[src/hdl/cic_pkg.sv]
// cic_pkg: shared constants for the control input conditioner
// no dependencies; used by the channel interfaces and the top level

package cic_pkg;

  localparam int VALUE_W    = 8;
  localparam int CFG_ADDR_W = 3;
  localparam int KIND_W     = 2;

  localparam logic [CFG_ADDR_W-1:0] REG_INPUT_KIND  = 3'd0;
  localparam logic [CFG_ADDR_W-1:0] REG_RANGE_LOW   = 3'd1;
  localparam logic [CFG_ADDR_W-1:0] REG_CENTER_LOW  = 3'd2;
  localparam logic [CFG_ADDR_W-1:0] REG_CENTER_HIGH = 3'd3;
  localparam logic [CFG_ADDR_W-1:0] REG_RANGE_HIGH  = 3'd4;

  localparam logic [KIND_W-1:0] KIND_BUTTON = 2'd0;
  localparam logic [KIND_W-1:0] KIND_WINDOW = 2'd1;
  localparam logic [KIND_W-1:0] KIND_STICK  = 2'd2;
  localparam logic [KIND_W-1:0] KIND_UNUSED = 2'd3;

  localparam logic [VALUE_W-1:0] VALUE_OFF  = 8'd0;
  localparam logic [VALUE_W-1:0] VALUE_ON   = 8'd1;
  localparam logic [VALUE_W-1:0] LOWER_BASE = 8'd0;
  localparam logic [VALUE_W-1:0] DEAD_VALUE = 8'd128;
  localparam logic [VALUE_W-1:0] VALUE_MAX  = 8'd255;

  localparam int SEG_GAIN_SHIFT = 7;

  localparam int CENTER_LOW_RST  = 500;
  localparam int CENTER_HIGH_RST = 523;

endpackage

[src/hdl/cic_intf.sv]
// cic_intf: valid/ready channel interfaces for sample, result and config requests
// depends on cic_pkg

interface cic_in_if #(parameter int SAMPLE_BITS = 10);
  logic                   valid;
  logic                   ready;
  logic                   button_level;
  logic [SAMPLE_BITS-1:0] adc_sample;

  modport source (output valid, output button_level, output adc_sample, input ready);
  modport sink   (input valid, input button_level, input adc_sample, output ready);
endinterface

interface cic_out_if;
  logic                         valid;
  logic                         ready;
  logic [cic_pkg::VALUE_W-1:0] value;
  logic                         changed;

  modport source (output valid, output value, output changed, input ready);
  modport sink   (input valid, input value, input changed, output ready);
endinterface

interface cic_cfg_if #(parameter int SAMPLE_BITS = 10);
  logic                            valid;
  logic                            ready;
  logic [cic_pkg::CFG_ADDR_W-1:0] addr;
  logic [SAMPLE_BITS-1:0]          data;

  modport source (output valid, output addr, output data, input ready);
  modport sink   (input valid, input addr, input data, output ready);
endinterface

[src/hdl/control_input_conditioner.sv]
// control_input_conditioner: button, window and stick conditioning of one input
// depends on cic_pkg and the channel interfaces in cic_intf
//
// One request gives one result. Button, window and unused-kind samples and stick
// readings in the dead zone or on a zero-width segment pass through the setup and
// done states; other stick readings go through one shared restoring divider that
// yields one quotient bit a cycle for a quotient of SAMPLE_BITS+7 bits, then through
// a fix state for sign and saturation before done. A new request is taken only once
// the previous result has moved into the output register. Config writes are always
// ready and are meant for idle periods only.

module control_input_conditioner #(
  parameter int SAMPLE_BITS = 10
) (
  input  logic      clk_i,
  input  logic      rst_ni,
  cic_in_if.sink    sample_i,
  cic_out_if.source result_o,
  cic_cfg_if.sink   cfg_i
);

  localparam int SB    = SAMPLE_BITS;
  localparam int QW    = SB + cic_pkg::SEG_GAIN_SHIFT;
  localparam int CNT_W = $clog2(QW);
  localparam int VW    = cic_pkg::VALUE_W;

  localparam logic [2:0] ST_IDLE  = 3'd0;
  localparam logic [2:0] ST_SETUP = 3'd1;
  localparam logic [2:0] ST_DIV   = 3'd2;
  localparam logic [2:0] ST_FIX   = 3'd3;
  localparam logic [2:0] ST_DONE  = 3'd4;

  logic [2:0] state_q, state_d;

  logic [cic_pkg::KIND_W-1:0] kind_q;
  logic [SB-1:0] range_low_q, center_low_q, center_high_q, range_high_q;
  logic [VW-1:0] cur_q, cur_d;

  logic          level_q;
  logic [SB-1:0] sample_q;

  logic [VW-1:0] res_q, res_d;
  logic          chg_q, chg_d;
  logic          neg_q, neg_d;
  logic [VW-1:0] base_q, base_d;
  logic [SB-1:0] den_q, den_d;
  logic [SB-1:0] rem_q, rem_d;
  logic [QW-1:0] quo_q, quo_d;
  logic [CNT_W-1:0] cnt_q, cnt_d;

  logic          out_valid_q, out_valid_d;
  logic [VW-1:0] out_value_q;
  logic          out_chg_q;
  logic          out_load;

  // segment selection and operand setup
  logic          lower_seg, dead_zone, in_window;
  logic [SB-1:0] seg_a, seg_b;
  logic [SB:0]   diff, span;
  logic [SB-1:0] diff_mag, span_mag;
  logic [QW-1:0] num_mag;
  logic [VW-1:0] btn_value;

  // divider step
  logic [SB:0]   trial;
  logic          trial_ge;

  // sign fix and saturation
  logic [QW:0]   pos_sum;
  logic [VW-1:0] fix_value;

  assign sample_i.ready = (state_q == ST_IDLE);
  assign cfg_i.ready    = 1'b1;

  assign result_o.valid   = out_valid_q;
  assign result_o.value   = out_value_q;
  assign result_o.changed = out_chg_q;

  always_comb begin
    lower_seg = (sample_q <= center_low_q);
    dead_zone = !lower_seg && (sample_q <= center_high_q);
    in_window = (sample_q >= range_low_q) && (sample_q <= range_high_q);
    seg_a     = lower_seg ? range_low_q : center_high_q;
    seg_b     = lower_seg ? center_low_q : range_high_q;
    diff      = {1'b0, sample_q} - {1'b0, seg_a};
    span      = {1'b0, seg_b} - {1'b0, seg_a};
    diff_mag  = diff[SB] ? SB'(-diff) : diff[SB-1:0];
    span_mag  = span[SB] ? SB'(-span) : span[SB-1:0];
    num_mag   = (QW'(diff_mag) << cic_pkg::SEG_GAIN_SHIFT) - QW'(diff_mag);
    btn_value = level_q ? cic_pkg::VALUE_OFF : cic_pkg::VALUE_ON;
  end

  always_comb begin
    trial    = {rem_q, quo_q[QW-1]};
    trial_ge = (trial >= {1'b0, den_q});
  end

  always_comb begin
    pos_sum = {1'b0, quo_q} + (QW+1)'(base_q);
    if (neg_q) begin
      fix_value = (quo_q > QW'(base_q)) ? cic_pkg::VALUE_OFF : base_q - quo_q[VW-1:0];
    end else begin
      fix_value = (pos_sum > (QW+1)'(cic_pkg::VALUE_MAX)) ? cic_pkg::VALUE_MAX
                                                          : pos_sum[VW-1:0];
    end
  end

  assign out_load = (state_q == ST_DONE) && (!out_valid_q || result_o.ready);

  always_comb begin
    state_d     = state_q;
    res_d       = res_q;
    chg_d       = chg_q;
    neg_d       = neg_q;
    base_d      = base_q;
    den_d       = den_q;
    rem_d       = rem_q;
    quo_d       = quo_q;
    cnt_d       = cnt_q;
    cur_d       = cur_q;
    out_valid_d = out_valid_q;

    if (result_o.ready) begin
      out_valid_d = 1'b0;
    end

    unique case (state_q)
      ST_IDLE: begin
        if (sample_i.valid) begin
          state_d = ST_SETUP;
        end
      end
      ST_SETUP: begin
        chg_d   = 1'b0;
        res_d   = cur_q;
        state_d = ST_DONE;
        unique case (kind_q)
          cic_pkg::KIND_BUTTON: begin
            res_d = btn_value;
            chg_d = (btn_value != cur_q);
          end
          cic_pkg::KIND_WINDOW: begin
            res_d = in_window ? cic_pkg::VALUE_ON : cic_pkg::VALUE_OFF;
            chg_d = (res_d != cur_q);
          end
          cic_pkg::KIND_STICK: begin
            base_d = lower_seg ? cic_pkg::LOWER_BASE : cic_pkg::DEAD_VALUE;
            if (dead_zone) begin
              res_d = cic_pkg::DEAD_VALUE;
            end else if (span == '0) begin
              res_d = base_d;
            end else begin
              neg_d   = diff[SB] ^ span[SB];
              den_d   = span_mag;
              rem_d   = '0;
              quo_d   = num_mag;
              cnt_d   = CNT_W'(QW - 1);
              state_d = ST_DIV;
            end
          end
          cic_pkg::KIND_UNUSED: begin
            res_d = cur_q;
          end
          default: begin
            res_d = cur_q;
          end
        endcase
      end
      ST_DIV: begin
        rem_d = trial_ge ? SB'(trial - {1'b0, den_q}) : trial[SB-1:0];
        quo_d = {quo_q[QW-2:0], trial_ge};
        cnt_d = cnt_q - CNT_W'(1);
        if (cnt_q == '0) begin
          state_d = ST_FIX;
        end
      end
      ST_FIX: begin
        res_d   = fix_value;
        state_d = ST_DONE;
      end
      ST_DONE: begin
        if (out_load) begin
          out_valid_d = 1'b1;
          cur_d       = res_q;
          state_d     = ST_IDLE;
        end
      end
      default: begin
        state_d = ST_IDLE;
      end
    endcase
  end

  always_ff @(posedge clk_i or negedge rst_ni) begin
    if (!rst_ni) begin
      state_q       <= ST_IDLE;
      out_valid_q   <= 1'b0;
      cur_q         <= '0;
      kind_q        <= cic_pkg::KIND_BUTTON;
      range_low_q   <= '0;
      center_low_q  <= SB'(cic_pkg::CENTER_LOW_RST);
      center_high_q <= SB'(cic_pkg::CENTER_HIGH_RST);
      range_high_q  <= '1;
    end else begin
      state_q     <= state_d;
      out_valid_q <= out_valid_d;
      cur_q       <= cur_d;
      if (cfg_i.valid) begin
        unique case (cfg_i.addr)
          cic_pkg::REG_INPUT_KIND:  kind_q        <= cfg_i.data[cic_pkg::KIND_W-1:0];
          cic_pkg::REG_RANGE_LOW:   range_low_q   <= cfg_i.data;
          cic_pkg::REG_CENTER_LOW:  center_low_q  <= cfg_i.data;
          cic_pkg::REG_CENTER_HIGH: center_high_q <= cfg_i.data;
          cic_pkg::REG_RANGE_HIGH:  range_high_q  <= cfg_i.data;
          default: begin
          end
        endcase
      end
    end
  end

  always_ff @(posedge clk_i) begin
    if (sample_i.valid && sample_i.ready) begin
      level_q  <= sample_i.button_level;
      sample_q <= sample_i.adc_sample;
    end
    res_q  <= res_d;
    chg_q  <= chg_d;
    neg_q  <= neg_d;
    base_q <= base_d;
    den_q  <= den_d;
    rem_q  <= rem_d;
    quo_q  <= quo_d;
    cnt_q  <= cnt_d;
    if (out_load) begin
      out_value_q <= res_q;
      out_chg_q   <= chg_q;
    end
  end

endmodule

[src/flat_wrapper.sv]
// flat-port wrapper written by rule: the top's interface ports become plain ports
module control_input_conditioner_flat 
#(
  parameter int SAMPLE_BITS = 10
)
  (clk_i, rst_ni, sample_i_valid, sample_i_button_level, sample_i_adc_sample, sample_i_ready, result_o_valid, result_o_value, result_o_changed, result_o_ready, cfg_i_valid, cfg_i_addr, cfg_i_data, cfg_i_ready);
  cic_in_if #(.SAMPLE_BITS(SAMPLE_BITS)) sample_i_i ();
  cic_out_if result_o_i ();
  cic_cfg_if #(.SAMPLE_BITS(SAMPLE_BITS)) cfg_i_i ();
  input  logic clk_i;
  input  logic rst_ni;
  input wire logic [$bits(sample_i_i.valid)-1:0] sample_i_valid;
  input wire logic [$bits(sample_i_i.button_level)-1:0] sample_i_button_level;
  input wire logic [$bits(sample_i_i.adc_sample)-1:0] sample_i_adc_sample;
  output wire logic [$bits(sample_i_i.ready)-1:0] sample_i_ready;
  output wire logic [$bits(result_o_i.valid)-1:0] result_o_valid;
  output wire logic [$bits(result_o_i.value)-1:0] result_o_value;
  output wire logic [$bits(result_o_i.changed)-1:0] result_o_changed;
  input wire logic [$bits(result_o_i.ready)-1:0] result_o_ready;
  input wire logic [$bits(cfg_i_i.valid)-1:0] cfg_i_valid;
  input wire logic [$bits(cfg_i_i.addr)-1:0] cfg_i_addr;
  input wire logic [$bits(cfg_i_i.data)-1:0] cfg_i_data;
  output wire logic [$bits(cfg_i_i.ready)-1:0] cfg_i_ready;
  assign sample_i_i.valid = sample_i_valid;
  assign sample_i_i.button_level = sample_i_button_level;
  assign sample_i_i.adc_sample = sample_i_adc_sample;
  assign sample_i_ready = sample_i_i.ready;
  assign result_o_valid = result_o_i.valid;
  assign result_o_value = result_o_i.value;
  assign result_o_changed = result_o_i.changed;
  assign result_o_i.ready = result_o_ready;
  assign cfg_i_i.valid = cfg_i_valid;
  assign cfg_i_i.addr = cfg_i_addr;
  assign cfg_i_i.data = cfg_i_data;
  assign cfg_i_ready = cfg_i_i.ready;
  control_input_conditioner #(.SAMPLE_BITS(SAMPLE_BITS)) u_core (.clk_i(clk_i), .rst_ni(rst_ni), .sample_i(sample_i_i), .result_o(result_o_i), .cfg_i(cfg_i_i));
endmodule
[config.mk]
export PLATFORM = sky130hd
export DESIGN_NAME = control_input_conditioner_flat
export DESIGN_NICKNAME = d
export VERILOG_FILES = /design/src/hdl/cic_pkg.sv /design/src/hdl/cic_intf.sv /design/src/hdl/control_input_conditioner.sv /design/src/flat_wrapper.sv
export SDC_FILE = /design/constraint.sdc
export NUM_CORES = 1
export LEC_CHECK = 0
export BUFFER_PORTS_ARGS = -buffer_cell sky130_fd_sc_hd__buf_2
export CORE_UTILIZATION = 63
export CTS_CLUSTER_SIZE = 8
export DETAILED_ROUTE_END_ITERATION = 12
export GPL_ROUTABILITY_DRIVEN = 0
export MAX_ROUTING_LAYER = met4
export PLACE_DENSITY = 0.91
export REMOVE_ABC_BUFFERS = 1
export SYNTH_ARGS = -nofsm -noshare
export SYNTH_HDL_FRONTEND = slang
export SYNTH_SLANG_ARGS = --single-unit
[constraint.sdc]
create_clock -name clk_i -period 8.88 [get_ports clk_i]
set_input_delay 1.332 -clock clk_i [delete_from_list [all_inputs] [get_ports clk_i]]
set_output_delay 1.332 -clock clk_i [all_outputs]
set_load 0.05 [all_outputs]
==> results.py <==
metrics = {
    "cells_and_area": {
        "layout_commonest_cell": "nand2_1",
        "drive_gt1_share_pct": 14.4,
        "syn_to_final_growth_pct": 9.83,
        "final_cell_mix": "100 x nand2_1, 75 x ha_1, 73 x inv_1, 73 x edfxtp_1, 69 x nor2_1",
        "num_antenna_cells": 0,
        "nets": 1110,
        "final_area_mm2": 0.0101,
        "finalNonFillerCells": 1198,
    },
    "critical_path": {
        "r2r-start": "u_core.sample_q[2]$_DFFE_PP_",
        "slowest_delay_ns": 0.57,
        "slowest_stage": "edfxtp_1",
        "worstSetupStartpointType": "flop",
        "end_kind": "flop",
        "rrSetupSlack_ns": 0.93,
        "cp.required_ns": 9.06,
        "arrival_ns": 8.13,
        "cp_max_fo": 22,
        "path_class": "reg -> reg",
        "cp_common_cell": "ha_1",
        "r2r-end": "u_core.quo_q[16]$_DFFE_PP_",
        "r2r_cells": 29,
    },
    "sta": {
        "setup_viol": 0,
        "fmax_ghz": 0.126,
        "period_share_pct": 89.5,
        "fin_tns_setup_ns": 0,
        "hold_viol_final": 0,
        "fin_skew_ns": 0.00744,
        "slew_headroom_pct": 26.0,
        "fin_hold_ws_ns": 0.420,
        "tightest_slew_ns": 1.10,
        "rsz0062_at_grt": "false",
        "slew_viol_final": 0,
        "period_needed_ns": 7.95,
    },
    "detailed_routing": {
        "first_iter_violations": 893,
        "ant_nets": 0,
        "drc_errors": 0,
        "drt-pass1-iter-count": 5,
        "wl_um": 22800,
        "vias": 7752,
        "wire_per_inst_um": 19.0,
        "viasPerCell": 6.47,
    },
    "clock_tree": {
        "clockBufferDepth": 2,
        "h-tree-depth": 4,
        "path_clk_slew_ns": 0.06,
        "numCtsBuffers": 17,
        "post_cts_buffers": 0,
        "clock_latency_ns": 0.43,
        "cts_hold_buf": 0,
        "cts_sinks": 127,
        "cts_tree": "yes",
        "post_cts_resized": 0,
        "cts-root-buf": "clkbuf_16",
    },
    "job": {
        "max_cap_violations": 0,
    },
    "min_path": {
        "whs_path_depth": 0,
        "whs_endpoint": "u_core.result_o.changed$_DFFE_PP_",
        "min_from": "u_core.chg_q$_SDFFCE_PN0N_",
        "min_path_type": "reg -> reg",
    },
    "logic_synthesis": {
        "synth_ff_type": "edfxtp_1",
        "synth_area_leaders": "edfxtp_1 24%, ha_1 10%, dfrtp_1 9.3%, dfstp_2 5.7%, nand2_1 4.1%",
        "ys_seq_area_share_pct": 38.9,
        "async_flop_share_pct": 42.5,
        "synth_cell_types": 88,
        "ys_warn_count": 0,
        "syn_avg_cell_area_um2": 9.46,
        "synth_top_area_cell": "edfxtp_1",
        "synth-edff-count": 73,
        "synth_area_mm2": 0.00919,
        "yosysTopAreaCellShare_pct": 23.9,
        "ys_ff_latch": 127,
        "syn_inst": 971,
    },
    "grt": {
        "antenna_found_initial": 0,
        "grt_overflow_total": 0,
        "first_global_vias": 7385,
        "grt_pass1_wl_um": 36000,
        "grt_start_max_net_pins": 55,
        "gr-usage-all-layers_pct": 32.8,
    },
    "placement": {
        "dpl_cell_area_mm2": 0.00951,
        "hpwlAfterDp_um": 16300,
        "portBuffers": 39,
        "dp_cells": 1166,
    },
    "floorplan": {
        "fp-row-count": 43,
        "core_area_mm2": 0.0140,
        "die-width_um": 123,
        "initial_utilization_pct": 65.4,
        "ioPinCount": 41,
        "die_area_mm2": 0.0151,
        "die_h_um": 123,
    },
    "status": {
        "outcome": "completed",
    },
}
## logic make-up (layout without fill, tap and decap cells)
logic type | after synthesis | after routing | share of synthesized area, %
buf+inv | 103 | 150 | 4.59
flops | 127 | 127 | 38.9
other cells | 1 | 1 | 0.0408
fa+ha+maj | 76 | 76 | 10.4
mux | 33 | 33 | 3.92
compound gates | 248 | 248 | 19.0
xor+xnor | 51 | 51 | 4.94
simple gates | 332 | 332 | 18.2
## worst max-delay path: cells and delay by family, from the launching register on
family / cells / cell delay (ns)
AOI/OAI and AO/OA: 9 / 1.81
DFF: 1 / 0.57
adders and majority gates: 4 / 1.06
buffers and inverters: 3 / 0.54
xor gates and xnor gates: 1 / 0.37
muxes: 2 / 0.53
and+or+nand+nor: 10 / 2.83
## synth_stat cells, types with 6 or more instances
master    count
nand2_1     100
ha_1         75
edfxtp_1     73
inv_1        73
nor2_1       70
o21ai_0      60
a21oi_1      40
dfrtp_1      34
nor3_1       30
xnor2_1      30
a21o_1       27
dfstp_2      20
mux2_2       20
xor2_1       20
and2_1       18
clkbuf_1     18
nor2b_1      18
nand3_1      16
o21a_1       15
a31oi_1      14
mux2i_1      12
nand4_1      12
a211oi_1     11
nand2b_1     11
and3_1        8
or3_1         8
a311oi_1      6
nor4_1        6
## area by class of cell
| type | instances | area [µm²] |
|---|---|---|
| clock buffer | 18 | 439 |
| clock inverter | 14 | 143 |
| fill | 967 | 3950 |
| inverter | 74 | 278 |
| multi-input combinational | 741 | 5200 |
| sequential | 127 | 3570 |
| tap | 180 | 225 |
| timing repair buffer | 44 | 233 |
## how the worst max path moves through the flow
stage | depth (start not counted) | end | slack, ns | start
final | 29 | u_core.quo_q[16]$_DFFE_PP_ | 0.93 | u_core.sample_q[2]$_DFFE_PP_
after global routing | 29 | u_core.quo_q[16]$_DFFE_PP_ | 0.52 | u_core.sample_q[2]$_DFFE_PP_
after CTS | 29 | u_core.quo_q[16]$_DFFE_PP_ | 1.04 | u_core.sample_q[2]$_DFFE_PP_
after detailed placement | 29 | u_core.quo_q[16]$_DFFE_PP_ | 1.08 | u_core.sample_q[2]$_DFFE_PP_
after global placement | 29 | u_core.quo_q[16]$_DFFE_PP_ | 1.51 | u_core.sample_q[2]$_DFFE_PP_
after floorplan | 29 | u_core.quo_q[16]$_DFFE_PP_ | 1.40 | u_core.center_low_q[7]$_DFFE_PN1P_
## registers in the layout (all words and copies together) (netlist names)
signal	flops
u_core.level_q	1
u_core.range_high_q	10
u_core.state_q	3
u_core.center_low_q	10
u_core.quo_q	17
u_core.kind_q	2
u_core.base_q	1
u_core.chg_q	1
u_core.cur_q	8
u_core.neg_q	1
u_core.result_o.changed	1
u_core.cnt_q	5
u_core.sample_q	10
u_core.result_o.value	8
u_core.result_o.valid	1
u_core.rem_q	10
u_core.range_low_q	10
u_core.den_q	10
u_core.center_high_q	10
u_core.res_q	8
## per-layer routing
layer | routed length (µm) | share of wire [%] | global-route usage, %
met1 | 9300 | 41 | 38.4
met2 | 11200 | 49 | 53.2
met3 | 1490 | 6.5 | 7.30
met4 | 824 | 3.6 | 16.0
met5 | 0 | 0 | -
## per-stage QoR
stage | util (%) | setup slack [ns]
floorplan | - | 1.40
global placement | 67.7 | 1.51
detailed placement | 67.7 | 1.08
CTS | 71.8 | 1.04
global route | 71.8 | 0.518
finish | 71.8 | 0.928
Power is left out: the tool's default activity adds up to more than one toggle a clock period on the data nets, which glitch-free logic cannot reach.
